### src/design/lsc_pkg.sv
// ----------------------------------------------------------------------------
// lsc_pkg
// Shared types and codes for the latch session controller.
// ----------------------------------------------------------------------------
package lsc_pkg;

  localparam int CFG_ADDR_BITS = 5;
  localparam int CFG_DATA_BITS = 32;
  localparam int WINDOW_BITS   = 26;

  localparam logic [9:0] MS_PER_S = 10'd1000;

  // Register indexes
  localparam logic [2:0] REG_DEBOUNCE   = 3'd0;
  localparam logic [2:0] REG_CONFIRM    = 3'd1;
  localparam logic [2:0] REG_HOLD       = 3'd2;
  localparam logic [2:0] REG_RELOCK     = 3'd3;
  localparam logic [2:0] REG_MAX_ENERG  = 3'd4;
  localparam logic [2:0] REG_REMIND     = 3'd5;
  localparam logic [2:0] REG_WINDOW_MIN = 3'd6;
  localparam logic [2:0] REG_WINDOW_MAX = 3'd7;

  // Item kinds
  localparam logic KIND_TICK  = 1'b0;
  localparam logic KIND_START = 1'b1;

  // Debounced edge codes
  localparam logic [1:0] EDGE_QUIET   = 2'd0;
  localparam logic [1:0] EDGE_RETRACT = 2'd1;
  localparam logic [1:0] EDGE_EXTEND  = 2'd2;

  // Published status
  localparam logic [1:0] STATUS_IDLE     = 2'd0;
  localparam logic [1:0] STATUS_UNLOCKED = 2'd1;
  localparam logic [1:0] STATUS_AWAIT    = 2'd2;

  // Session end codes
  localparam logic [1:0] ERR_OK          = 2'd0;
  localparam logic [1:0] ERR_LOCK_FAILED = 2'd1;
  localparam logic [1:0] ERR_NOT_CLOSED  = 2'd2;

  // Start command results
  localparam logic [1:0] START_NONE     = 2'd0;
  localparam logic [1:0] START_ACCEPTED = 2'd1;
  localparam logic [1:0] START_RANGE    = 2'd2;
  localparam logic [1:0] START_BUSY     = 2'd3;

  typedef struct packed {
    logic [15:0] debounce_ms;
    logic [15:0] confirm_timeout_ms;
    logic [15:0] hold_after_retract_ms;
    logic [15:0] relock_timeout_ms;
    logic [15:0] max_energise_ms;
    logic [15:0] remind_period_ms;
    logic [15:0] window_min_s;
    logic [15:0] window_max_s;
  } lsc_cfg_t;

  typedef struct packed {
    logic       coil_on;
    logic [1:0] bin_status;
    logic [1:0] error_code;
    logic [1:0] start_result;
    logic       status_changed;
    logic       remind;
    logic [1:0] latch_edge;
  } lsc_result_t;

endpackage

### src/design/lsc_cfg_regs.sv
// ----------------------------------------------------------------------------
// lsc_cfg_regs
// APB register file holding the eight timing and window settings.
// ----------------------------------------------------------------------------
module lsc_cfg_regs (
  input  logic                                clk,
  input  logic                                rst,
  input  logic                                psel,
  input  logic                                penable,
  input  logic                                pwrite,
  input  logic [lsc_pkg::CFG_ADDR_BITS-1:0]   paddr,
  input  logic [lsc_pkg::CFG_DATA_BITS-1:0]   pwdata,
  output logic [lsc_pkg::CFG_DATA_BITS-1:0]   prdata,
  output logic                                pready,
  output lsc_pkg::lsc_cfg_t                   cfg
);

  logic       wr_en;
  logic [2:0] reg_index;
  logic [15:0] rd_value;

  assign pready    = 1'b1;
  assign wr_en     = psel && penable && pwrite && pready;
  assign reg_index = paddr[4:2];

  always_ff @(posedge clk) begin
    if (rst) begin
      cfg.debounce_ms           <= 16'd20;
      cfg.confirm_timeout_ms    <= 16'd1500;
      cfg.hold_after_retract_ms <= 16'd300;
      cfg.relock_timeout_ms     <= 16'd2000;
      cfg.max_energise_ms       <= 16'd5000;
      cfg.remind_period_ms      <= 16'd10000;
      cfg.window_min_s          <= 16'd5;
      cfg.window_max_s          <= 16'd120;
    end else if (wr_en) begin
      case (reg_index)
        lsc_pkg::REG_DEBOUNCE:   cfg.debounce_ms           <= pwdata[15:0];
        lsc_pkg::REG_CONFIRM:    cfg.confirm_timeout_ms    <= pwdata[15:0];
        lsc_pkg::REG_HOLD:       cfg.hold_after_retract_ms <= pwdata[15:0];
        lsc_pkg::REG_RELOCK:     cfg.relock_timeout_ms     <= pwdata[15:0];
        lsc_pkg::REG_MAX_ENERG:  cfg.max_energise_ms       <= pwdata[15:0];
        lsc_pkg::REG_REMIND:     cfg.remind_period_ms      <= pwdata[15:0];
        lsc_pkg::REG_WINDOW_MIN: cfg.window_min_s          <= pwdata[15:0];
        lsc_pkg::REG_WINDOW_MAX: cfg.window_max_s          <= pwdata[15:0];
        default: ;
      endcase
    end
  end

  always_comb begin
    case (reg_index)
      lsc_pkg::REG_DEBOUNCE:   rd_value = cfg.debounce_ms;
      lsc_pkg::REG_CONFIRM:    rd_value = cfg.confirm_timeout_ms;
      lsc_pkg::REG_HOLD:       rd_value = cfg.hold_after_retract_ms;
      lsc_pkg::REG_RELOCK:     rd_value = cfg.relock_timeout_ms;
      lsc_pkg::REG_MAX_ENERG:  rd_value = cfg.max_energise_ms;
      lsc_pkg::REG_REMIND:     rd_value = cfg.remind_period_ms;
      lsc_pkg::REG_WINDOW_MIN: rd_value = cfg.window_min_s;
      lsc_pkg::REG_WINDOW_MAX: rd_value = cfg.window_max_s;
      default:                 rd_value = 16'd0;
    endcase
  end

  assign prdata = {{(lsc_pkg::CFG_DATA_BITS-16){1'b0}}, rd_value};

endmodule

### src/design/lsc_debounce.sv
// ----------------------------------------------------------------------------
// lsc_debounce
// Contact debouncer: accepts a new level only after the hold time and
// reports retract or extend edges.
// ----------------------------------------------------------------------------
module lsc_debounce #(
  parameter int TIME_BITS = 32
) (
  input  logic                 clk,
  input  logic                 rst,
  input  logic                 sample,
  input  logic                 raw,
  input  logic [TIME_BITS-1:0] now_inc,
  input  logic [15:0]          debounce_ms,
  output logic [1:0]           latch_edge
);

  logic                 level;
  logic                 level_known;
  logic [TIME_BITS-1:0] changed_time;
  logic                 level_next;
  logic                 level_known_next;
  logic [TIME_BITS-1:0] changed_time_next;
  logic [TIME_BITS-1:0] since_change;

  assign since_change = now_inc - changed_time;

  always_comb begin
    level_next        = level;
    level_known_next  = 1'b1;
    changed_time_next = changed_time;
    latch_edge        = lsc_pkg::EDGE_QUIET;
    if (!level_known) begin
      // first sample after reset: adopt the level silently
      level_next        = raw;
      changed_time_next = now_inc;
    end else if (raw != level && since_change >= TIME_BITS'(debounce_ms)) begin
      level_next        = raw;
      changed_time_next = now_inc;
      latch_edge        = raw ? lsc_pkg::EDGE_RETRACT : lsc_pkg::EDGE_EXTEND;
    end
  end

  always_ff @(posedge clk) begin
    if (rst) begin
      level        <= 1'b0;
      level_known  <= 1'b0;
      changed_time <= '0;
    end else if (sample) begin
      level        <= level_next;
      level_known  <= level_known_next;
      changed_time <= changed_time_next;
    end
  end

endmodule

### src/design/lsc_session.sv
// ----------------------------------------------------------------------------
// lsc_session
// Unlock session sequencer: start checks, coil control, phase timeouts,
// reminders and end codes.
// ----------------------------------------------------------------------------
module lsc_session #(
  parameter int TIME_BITS = 32
) (
  input  logic                  clk,
  input  logic                  rst,
  input  logic                  fire,
  input  logic                  kind,
  input  logic [15:0]           window_seconds,
  input  logic [1:0]            latch_edge,
  input  logic [TIME_BITS-1:0]  now_ms,
  input  logic [TIME_BITS-1:0]  now_inc,
  input  lsc_pkg::lsc_cfg_t     cfg,
  output lsc_pkg::lsc_result_t  result
);

  localparam int CMP_BITS = (TIME_BITS > lsc_pkg::WINDOW_BITS) ? TIME_BITS
                                                               : lsc_pkg::WINDOW_BITS;

  typedef enum logic [2:0] {
    PH_IDLE,
    PH_PULSING,
    PH_CLEARING,
    PH_AWAIT,
    PH_RELOCK
  } phase_t;

  phase_t                          phase, phase_next;
  logic [1:0]                      status, status_next;
  logic [1:0]                      error, error_next;
  logic                            coil, coil_next;
  logic [TIME_BITS-1:0]            energised_time, energised_time_next;
  logic [TIME_BITS-1:0]            phase_time, phase_time_next;
  logic [TIME_BITS-1:0]            remind_time, remind_time_next;
  logic [lsc_pkg::WINDOW_BITS-1:0] window_ms, window_ms_next;

  logic [TIME_BITS-1:0] since_energised;
  logic [TIME_BITS-1:0] since_phase;
  logic [TIME_BITS-1:0] since_remind;
  logic                 end_req;
  logic [1:0]           end_code;
  logic [1:0]           start_result;
  logic                 changed;
  logic                 remind;

  assign since_energised = now_inc - energised_time;
  assign since_phase     = now_inc - phase_time;
  assign since_remind    = now_inc - remind_time;

  always_comb begin
    phase_next          = phase;
    status_next         = status;
    error_next          = error;
    coil_next           = coil;
    energised_time_next = energised_time;
    phase_time_next     = phase_time;
    remind_time_next    = remind_time;
    window_ms_next      = window_ms;
    end_req             = 1'b0;
    end_code            = lsc_pkg::ERR_OK;
    start_result        = lsc_pkg::START_NONE;
    changed             = 1'b0;
    remind              = 1'b0;

    if (kind == lsc_pkg::KIND_TICK) begin
      if (phase != PH_IDLE) begin
        if (coil && since_energised >= TIME_BITS'(cfg.max_energise_ms)) begin
          end_req  = 1'b1;
          end_code = lsc_pkg::ERR_LOCK_FAILED;
        end else begin
          case (phase)
            PH_PULSING: begin
              if (latch_edge == lsc_pkg::EDGE_RETRACT) begin
                phase_next      = PH_CLEARING;
                phase_time_next = now_inc;
              end else if (since_energised >= TIME_BITS'(cfg.confirm_timeout_ms)) begin
                end_req  = 1'b1;
                end_code = lsc_pkg::ERR_LOCK_FAILED;
              end
            end
            PH_CLEARING: begin
              if (since_phase >= TIME_BITS'(cfg.hold_after_retract_ms)) begin
                coil_next        = 1'b0;
                phase_next       = PH_AWAIT;
                phase_time_next  = now_inc;
                remind_time_next = now_inc;
                status_next      = lsc_pkg::STATUS_AWAIT;
                changed          = 1'b1;
              end
            end
            PH_AWAIT: begin
              if (latch_edge == lsc_pkg::EDGE_RETRACT) begin
                phase_next      = PH_RELOCK;
                phase_time_next = now_inc;
              end else begin
                if (since_remind >= TIME_BITS'(cfg.remind_period_ms)) begin
                  remind_time_next = now_inc;
                  remind           = 1'b1;
                end
                // reminder and window expiry may land on the same tick
                if (CMP_BITS'(since_phase) >= CMP_BITS'(window_ms)) begin
                  end_req  = 1'b1;
                  end_code = lsc_pkg::ERR_NOT_CLOSED;
                end
              end
            end
            PH_RELOCK: begin
              if (latch_edge == lsc_pkg::EDGE_EXTEND) begin
                end_req  = 1'b1;
                end_code = lsc_pkg::ERR_OK;
              end else if (since_phase >= TIME_BITS'(cfg.relock_timeout_ms)) begin
                end_req  = 1'b1;
                end_code = lsc_pkg::ERR_LOCK_FAILED;
              end
            end
            default: ;
          endcase
        end
      end
    end else if (window_seconds < cfg.window_min_s || window_seconds > cfg.window_max_s) begin
      start_result = lsc_pkg::START_RANGE;
    end else if (status != lsc_pkg::STATUS_IDLE) begin
      start_result = lsc_pkg::START_BUSY;
    end else begin
      start_result        = lsc_pkg::START_ACCEPTED;
      window_ms_next      = lsc_pkg::WINDOW_BITS'(window_seconds)
                          * lsc_pkg::WINDOW_BITS'(lsc_pkg::MS_PER_S);
      energised_time_next = now_ms;
      phase_time_next     = now_ms;
      remind_time_next    = '0;
      phase_next          = PH_PULSING;
      status_next         = lsc_pkg::STATUS_UNLOCKED;
      error_next          = lsc_pkg::ERR_OK;
      coil_next           = 1'b1;
      changed             = 1'b1;
    end

    if (end_req) begin
      coil_next   = 1'b0;
      phase_next  = PH_IDLE;
      status_next = lsc_pkg::STATUS_IDLE;
      error_next  = end_code;
      changed     = 1'b1;
    end
  end

  always_ff @(posedge clk) begin
    if (rst) begin
      phase          <= PH_IDLE;
      status         <= lsc_pkg::STATUS_IDLE;
      error          <= lsc_pkg::ERR_OK;
      coil           <= 1'b0;
      energised_time <= '0;
      phase_time     <= '0;
      remind_time    <= '0;
      window_ms      <= '0;
    end else if (fire) begin
      phase          <= phase_next;
      status         <= status_next;
      error          <= error_next;
      coil           <= coil_next;
      energised_time <= energised_time_next;
      phase_time     <= phase_time_next;
      remind_time    <= remind_time_next;
      window_ms      <= window_ms_next;
    end
  end

  always_comb begin
    result.coil_on        = coil_next;
    result.bin_status     = status_next;
    result.error_code     = error_next;
    result.start_result   = start_result;
    result.status_changed = changed;
    result.remind         = remind;
    result.latch_edge     = latch_edge;
  end

endmodule

### src/design/latch_session_controller_unit.sv
// ----------------------------------------------------------------------------
// latch_session_controller_unit
// Pulsed solenoid latch controller: tick and start beats in, one result
// beat out per item.
// ----------------------------------------------------------------------------
//  channel | direction | handshake           | payload
//  --------+-----------+---------------------+---------------------------------
//  in      | input     | in_valid / in_stall | kind, contact_retracted,
//          |           |                     | window_seconds
//  out     | output    | out_valid/out_stall | coil_on, bin_status, error_code,
//          |           |                     | start_result, status_changed,
//          |           |                     | remind, latch_edge
//  cfg     | APB slave | psel/penable/pready | paddr, pwdata, prdata
//
//  One item per cycle sustained while out_stall is low; a beat accepted
//  into the input register moves on to the result register once that
//  register is free, and its result is offered from there.
//  The session and debounce update is one pass of logic between the two.
//  Reset (rst, synchronous) idles the session and restores register defaults.
//  out_stall holds the result register; the input register takes a beat
//  while it is empty or its item can move on, so at most two items wait.
// ----------------------------------------------------------------------------
module latch_session_controller_unit #(
  parameter int TIME_BITS = 32
) (
  input  logic                               clk,
  input  logic                               rst,
  // item input
  input  logic                               in_valid,
  output logic                               in_stall,
  input  logic                               kind,
  input  logic                               contact_retracted,
  input  logic [15:0]                        window_seconds,
  // result output
  output logic                               out_valid,
  input  logic                               out_stall,
  output logic                               coil_on,
  output logic [1:0]                         bin_status,
  output logic [1:0]                         error_code,
  output logic [1:0]                         start_result,
  output logic                               status_changed,
  output logic                               remind,
  output logic [1:0]                         latch_edge,
  // configuration
  input  logic                               psel,
  input  logic                               penable,
  input  logic                               pwrite,
  input  logic [lsc_pkg::CFG_ADDR_BITS-1:0]  paddr,
  input  logic [lsc_pkg::CFG_DATA_BITS-1:0]  pwdata,
  output logic [lsc_pkg::CFG_DATA_BITS-1:0]  prdata,
  output logic                               pready
);

  lsc_pkg::lsc_cfg_t    cfg;
  lsc_pkg::lsc_result_t result;
  lsc_pkg::lsc_result_t out_q;

  logic                 in_q_valid;
  logic                 in_q_kind;
  logic                 in_q_raw;
  logic [15:0]          in_q_window;
  logic                 advance;
  logic                 fire;
  logic                 tick_fire;
  logic [TIME_BITS-1:0] now_ms;
  logic [TIME_BITS-1:0] now_inc;
  logic [1:0]           edge_code;

  assign advance   = !out_valid || !out_stall;
  assign fire      = in_q_valid && advance;
  assign tick_fire = fire && (in_q_kind == lsc_pkg::KIND_TICK);
  assign in_stall  = in_q_valid && !advance;
  assign now_inc   = now_ms + TIME_BITS'(1);

  // input register
  always_ff @(posedge clk) begin
    if (rst) begin
      in_q_valid <= 1'b0;
    end else if (!in_stall) begin
      in_q_valid <= in_valid;
    end
  end

  always_ff @(posedge clk) begin
    if (!in_stall && in_valid) begin
      in_q_kind   <= kind;
      in_q_raw    <= contact_retracted;
      in_q_window <= window_seconds;
    end
  end

  always_ff @(posedge clk) begin
    if (rst) begin
      now_ms <= '0;
    end else if (tick_fire) begin
      now_ms <= now_inc;
    end
  end

  lsc_cfg_regs u_cfg (
    .clk     (clk),
    .rst     (rst),
    .psel    (psel),
    .penable (penable),
    .pwrite  (pwrite),
    .paddr   (paddr),
    .pwdata  (pwdata),
    .prdata  (prdata),
    .pready  (pready),
    .cfg     (cfg)
  );

  lsc_debounce #(
    .TIME_BITS (TIME_BITS)
  ) u_debounce (
    .clk         (clk),
    .rst         (rst),
    .sample      (tick_fire),
    .raw         (in_q_raw),
    .now_inc     (now_inc),
    .debounce_ms (cfg.debounce_ms),
    .latch_edge  (edge_code)
  );

  lsc_session #(
    .TIME_BITS (TIME_BITS)
  ) u_session (
    .clk            (clk),
    .rst            (rst),
    .fire           (fire),
    .kind           (in_q_kind),
    .window_seconds (in_q_window),
    .latch_edge     ((in_q_kind == lsc_pkg::KIND_TICK) ? edge_code : lsc_pkg::EDGE_QUIET),
    .now_ms         (now_ms),
    .now_inc        (now_inc),
    .cfg            (cfg),
    .result         (result)
  );

  // result register
  always_ff @(posedge clk) begin
    if (rst) begin
      out_valid <= 1'b0;
    end else if (advance) begin
      out_valid <= in_q_valid;
    end
  end

  always_ff @(posedge clk) begin
    if (fire) begin
      out_q <= result;
    end
  end

  assign coil_on        = out_q.coil_on;
  assign bin_status     = out_q.bin_status;
  assign error_code     = out_q.error_code;
  assign start_result   = out_q.start_result;
  assign status_changed = out_q.status_changed;
  assign remind         = out_q.remind;
  assign latch_edge     = out_q.latch_edge;

endmodule

### config.mk
export PLATFORM = sky130hd
export DESIGN_NAME = latch_session_controller_unit
export DESIGN_NICKNAME = d
export VERILOG_FILES = /design/src/design/lsc_pkg.sv /design/src/design/lsc_cfg_regs.sv /design/src/design/lsc_debounce.sv /design/src/design/lsc_session.sv /design/src/design/latch_session_controller_unit.sv
export SDC_FILE = /design/constraint.sdc
export NUM_CORES = 1
export LEC_CHECK = 0
export ABC_AREA = 1
export CAP_MARGIN = 25
export CORE_MARGIN = 3
export CORE_UTILIZATION = 65
export DETAILED_ROUTE_END_ITERATION = 10
export DONT_BUFFER_PORTS = 1
export GPL_TIMING_DRIVEN = 0
export PLACE_DENSITY = 0.81
export SLEW_MARGIN = 5
export SYNTH_ARGS = -nofsm -noshare
export SYNTH_HDL_FRONTEND = slang
export SYNTH_SLANG_ARGS = --single-unit
### constraint.sdc
create_clock -name clk -period 6.4 [get_ports clk]
set_input_delay 0.96 -clock clk [delete_from_list [all_inputs] [get_ports clk]]
set_output_delay 0.96 -clock clk [all_outputs]
set_load 0.03 [all_outputs]
# Yosys cells after proc, flatten, opt, wreduce, memory -nomap -nowiden

Index checks and enable logic that the tools add are counted.

Bits in registers: 352

$add $sub $neg: 5
Multipliers: 1
Magnitude comparators: 9
Eq/ne operators: 28
Muxes and demuxes: 85
Bitwise operators: 5
Reductions and logical operators: 38

Operators by type and width:

| cell                                                                     | count |
|---|---|
| 32-bit two-way mux                                                       | 16 |
| 32-bit by 16-bit >= comparator with 1-bit output                         | 6 |
| 16-bit case mux with 8 select lines                                      | 1 |
| 32-bit case mux with 2 select lines                                      | 2 |
| 32-bit subtractor                                                        | 4 |
| 2-bit two-way mux                                                        | 25 |
| 32-bit by 1-bit adder with 32-bit output (second input constant)         | 1 |
| 32-bit by 26-bit >= comparator with 1-bit output                         | 1 |
| 1-bit two-way mux                                                        | 29 |
| 3-bit two-way mux                                                        | 9 |
| 16-bit by 7-bit multiplier with 23-bit output (second input constant)    | 1 |
| 2-bit AND reduction                                                      | 9 |
| 9-bit AND reduction                                                      | 2 |
| 16-bit greater-than comparator                                           | 1 |
| 16-bit less-than comparator                                              | 1 |
| 3-bit == test (second input constant)                                    | 5 |
| 3-bit by 2-bit inequality test with 1-bit output (second input constant) | 5 |
| 3-bit by 2-bit == test with 1-bit output (second input constant)         | 4 |
| 4-bit by 2-bit inequality test with 1-bit output (second input constant) | 3 |
| 3-bit nonzero test                                                       | 4 |
| 3-bit case mux with 3 select lines                                       | 1 |
| 1-bit logical AND                                                        | 8 |
| 2-bit inequality test (second input constant)                            | 4 |
| 8-bit AND reduction                                                      | 1 |
| other kinds (17)                                                         | 28 |

# Logic depth before layout (Yosys ltp)

Depth in word-level cells: 15
Mapped depth: 39
Depth with buffers taken out: 39

# By module

A second synthesis with hierarchy kept.

Cell total of the unflattened synthesis: 5259
Area, all modules: 32533.7 µm²

By module, submodules not included:

| module                        | times used | cells each | area an instance (µm²) | seq. area each (µm²) |
|---|---|---|---|---|
| lsc_session                   | 1          | 3108       | 18781.8                | 2542.4 |
| lsc_cfg_regs                  | 1          | 877        | 6048.3                 | 2562.5 |
| lsc_debounce                  | 1          | 857        | 4578.1                 | 680.7 |
| latch_session_controller_unit | 1          | 417        | 3125.5                 | 1551.5 |

# Least setup slack after synthesis

No wires, ideal clock.

Path type: reg-to-reg
Start: register now_ms[0]
End: register out_q (netlist bit error_code[1]) (data pin)
Library setup time: 0.254 ns
Arrival: 4.540 ns
Path slack: 1.606 ns
Stages on the path, launching flop included: 35
Path buffers: 0
Period minus slack after synthesis: 4.794 ns
Cells stage by stage: dfxtp_1 inv_2 nor3_1 or3b_1 nor2_1 inv_1 nor4_1 nand2_1 xor2_1 inv_1 ha_1 nand2_1 nor2_1 inv_1 nor2_1 nand3_1 nand3_1 nand2_1 nand2_1 inv_1 ha_1 nand4_1 o221a_2 nand2_1 nand2_1 nand3_1 nand2_1 inv_1 nand2_1 nand4_1 nand2_2 inv_2 nor2_2 nand2_1 nand2_1

RTL lines:

| item                   | line                                 | source |
|---|---|---|
| from (decl)            | latch_session_controller_unit.sv:65  | `logic [TIME_BITS-1:0] now_ms;` |
| from (signal assigned) | latch_session_controller_unit.sv:96  | `now_ms <= now_inc;` |
| to (signal assigned)   | latch_session_controller_unit.sv:151 | `out_q <= result;` |
| to (decl)              | latch_session_controller_unit.sv:56  | `lsc_pkg::lsc_result_t out_q;` |

==> impl_results.md <==
- Status: completed
- Hold Vio Cnt, Final: 0
- Hold Path End: u_debounce.changed_time[6]
- Share of layout cells above drive strength 1: 3.833%
- Final setup violation count: 0
- Post-placement setup slack: -0.7501 ns
- Setup Skew: 0.03482 ns
- Antenna Nets Post-Route: 0
- Seq/Total Area, Yosys: 24.27%
- Fillers: 4,080
- Crit share post-route: 96.93%
- Crit path top cell by count: nand2_1
- Top Family by Delay on Critical Path: simple AND/OR/NAND/NOR gates
- Reg clk slew, reported paths: 0.07 ns
- WL/cell: 20.07 µm
- Area Growth Syn to Fin: 8.148%
- Top FF cell, synth: dfxtp_1
- Distinct cells, synth: 55
- Final WS setup: 0.1968 ns
- Max-Cap Viols: 0
- Post-Route Setup TNS: 0 ns
- Critical-path top delay cell: dfxtp_4
- Critical Path Max Stage Delay: 0.44 ns
- Gpl congestion: 1.055
- Pin count of the biggest net entering global routing: 19
- H-tree Lvls: 2
- Commonest non-fill, non-tap cells in the layout: nand2_1, inv_1, a21oi_1, ha_1, dfxtp_1
- Worst hold stages: 2
- Max IR drop VDD: 0.0002576 V
- Initial antenna violation count: 6
- Startpoint types: flop
- Synth warn: 0
- Top post-synthesis cells by area: dfxtp_1, nand2_1, ha_1
- DRT iter0 DRCs: 4,404
- Post-synth ARST share: 0%
- Worst-margin pin slew: 1.190 ns
- Avg Vias per Cell: 5.865
- CORE AREA: 0.04567 mm²
- R2R Setup Slk: 0.20 ns
- CTS Buf Count: 40
- Die extent in x: 221.7 µm
- Max Fclk: 161.2 MHz
- Clk sinks: 352
- Setup CP Type: flop to flop
- Drt drc: 0
- Slew Viols, Final: 0
- Vias in the first global route: 28,602
- Worst R2R Path Depth: 33
- DR pass1 iterations: 7
- GRT Total Usage: 42.01%
- Mean Syn Cell Area: 6.507 µm²
- Critical path required time: 6.89 ns
- Die area: 0.04914 mm²
- Clock Path Buffers: 3
- CTS tree: yes
- Worst reg2reg path startpoint: now_ms[0]
- Final #Nets: 5,166
- Hold_sp: u_debounce.changed_time[6]
- Commonest non-fill, non-tap cell in the layout: nand2_1
- Power Dens Cells: 273.6 mW/mm²
- Detailed Route WL: 107.4 mm
- Top-area cell type share of the netlist area: 21.39%
- Tightest Hold Check Type: flop to flop
- IO Pins: 108
- Post-synth EDFFs: 29
- Post-synthesis register bit count: 352
- Die Height: 221.7 µm
- # rows: 78
- R2R Path End: u_session.phase_time[25]
- Clock Latency Late Sink: 0.59 ns
- Worst EP arrival: 6.69 ns
- I/O Buffers: 0
- Residual overflow from global routing: 0
- Yosys top cell by area: dfxtp_1
- Clk root buf: clkbuf_16
- Max FO, Critical Path: 10
- Vias after detailed routing: 31,385
- Starting Density: 66.20%
- Post-Syn Area: 0.03024 mm²
- Max_slew headroom: 20.38%
- End-of-flow core utilization: 71.59%
- First-pass GRT wire length: 162.0 mm
- Tmin final: 6.203 ns
- Leak: 16.88 nW
- Buf+Inv Stages, Crit Path: 6
- Number of cells on the critical path: 33
- Crit. End Element: flop
- RSZ-0062 raised after global routing: yes
- Number of cells produced by synthesis: 4,647
- Hold_buf cts: 0
- Post-detail-place hpwl: 85.86 mm
-- per-layer routing --
metal	vias to the layer above	track usage, %	part of all wire [%]
met3	383	10.50	13
met5	-	0	0.076
met2	1861	63.06	41
met1	14092	56.79	40
li1	15037	-	-
met4	12	19.96	5.7
-- how the worst max path moves through the flow --
stage	start	endpoint
3_3_place_gp	now_ms[0]	u_session.phase_time[29]
6_report	now_ms[0]	u_session.phase_time[25]
2_1_floorplan	now_ms[0]	error_code[1]
4_1_cts	now_ms[0]	u_session.phase_time[24]
5_1_grt	now_ms[0]	u_session.phase_time[26]
3_5_place_dp	now_ms[0]	u_session.phase_time[29]
-- sequential cells by signal, indices dropped and copies added, names as in the netlist, 2 cells and up --
register	flops
error_code	2
in_q_window	16
u_debounce.changed_time	32
u_session.phase	3
latch_edge	2
u_session.status	2
start_result	2
u_session.error	2
u_session.window_ms	23
u_session.energised_time	32
bin_status	2
now_ms	32
u_cfg.cfg	128
u_session.remind_time	32
u_session.phase_time	32
-- synth_stat cells, types with 14 or more instances --
cell type / instances
nor2_1: 332
fa_1: 58
ha_1: 329
a21oi_1: 436
o22ai_1: 49
nand2_1: 1150
nand4_1: 71
xnor2_1: 21
buf_4: 20
buf_2: 15
dfxtp_1: 323
nand3_1: 146
xor2_1: 88
inv_1: 908
edfxtp_1: 29
o21ai_1: 20
clkbuf_1: 88
a211oi_1: 14
o21ai_0: 303
a221oi_1: 18
o21bai_1: 22
o211ai_1: 40
nor3_1: 45
-- kinds of logic after synthesis --
group                      share of synthesized area [%]
buffers and inverters                              13.36
AOI/OAI and AO/OA                                  17.13
and+or+nand+nor                                    24.56
DFF                                                24.27
xor gates and xnor gates                           3.211
adders and majority gates                          17.45
other                                            0.02484
-- power by group --
part | total [mW] | internal [mW] | switching (mW)
Clock | 2.35 | 1.33 | 1.02
Combinational | 4.23 | 1.47 | 2.76
Sequential | 2.36 | 2.28 | 0.0788
-- per-stage QoR --
step	total power [mW]	area (µm²)	hold WS, ns	instances
2_1_floorplan	5.415	30290	0.4319	4662
3_3_place_gp	6.355	31040	0.4468	5262
3_5_place_dp	6.454	31130	0.4524	5270
4_1_cts	8.799	32550	0.4576	5347
5_1_grt	9.509	32690	0.4584	5348
6_report	8.945	32700	0.4616	5351
-- what timing repair did --
action	4_1_cts	5_1_grt
pin swaps	1	2
endpoints found under the setup margin	76	101
setup buffers	4	0
resized for setup	14	38
-- final cells by class --
type                            count  area (µm²)  area share (%)
Timing Repair Buffer               13       132.6          0.4056
Antenna cell                        3       7.507         0.02296
Clock inverter                     21       211.5          0.6466
Inverter                          919        3450           10.55
Multi-Input combinational cell   3265       19130           58.51
Sequential cell                   352        7341           22.45
Clock buffer                       52        1086           3.321
Buffer                            126       589.3           1.802
Tap cell                          600       750.7           2.296
-- worst register-to-register path: cells and delay by family, from the launching register on --
kind | cells | cell delay (ns)
flip-flops | 1 | 0.44
adder cells (fa/ha/maj) | 2 | 0.75
XOR/XNOR | 2 | 0.54
AND/OR/NAND/NOR | 19 | 2.98
AO/OA/AOI/OAI | 4 | 0.65
buffers and inverters | 6 | 0.78
(Power assumes the default switching activity.)
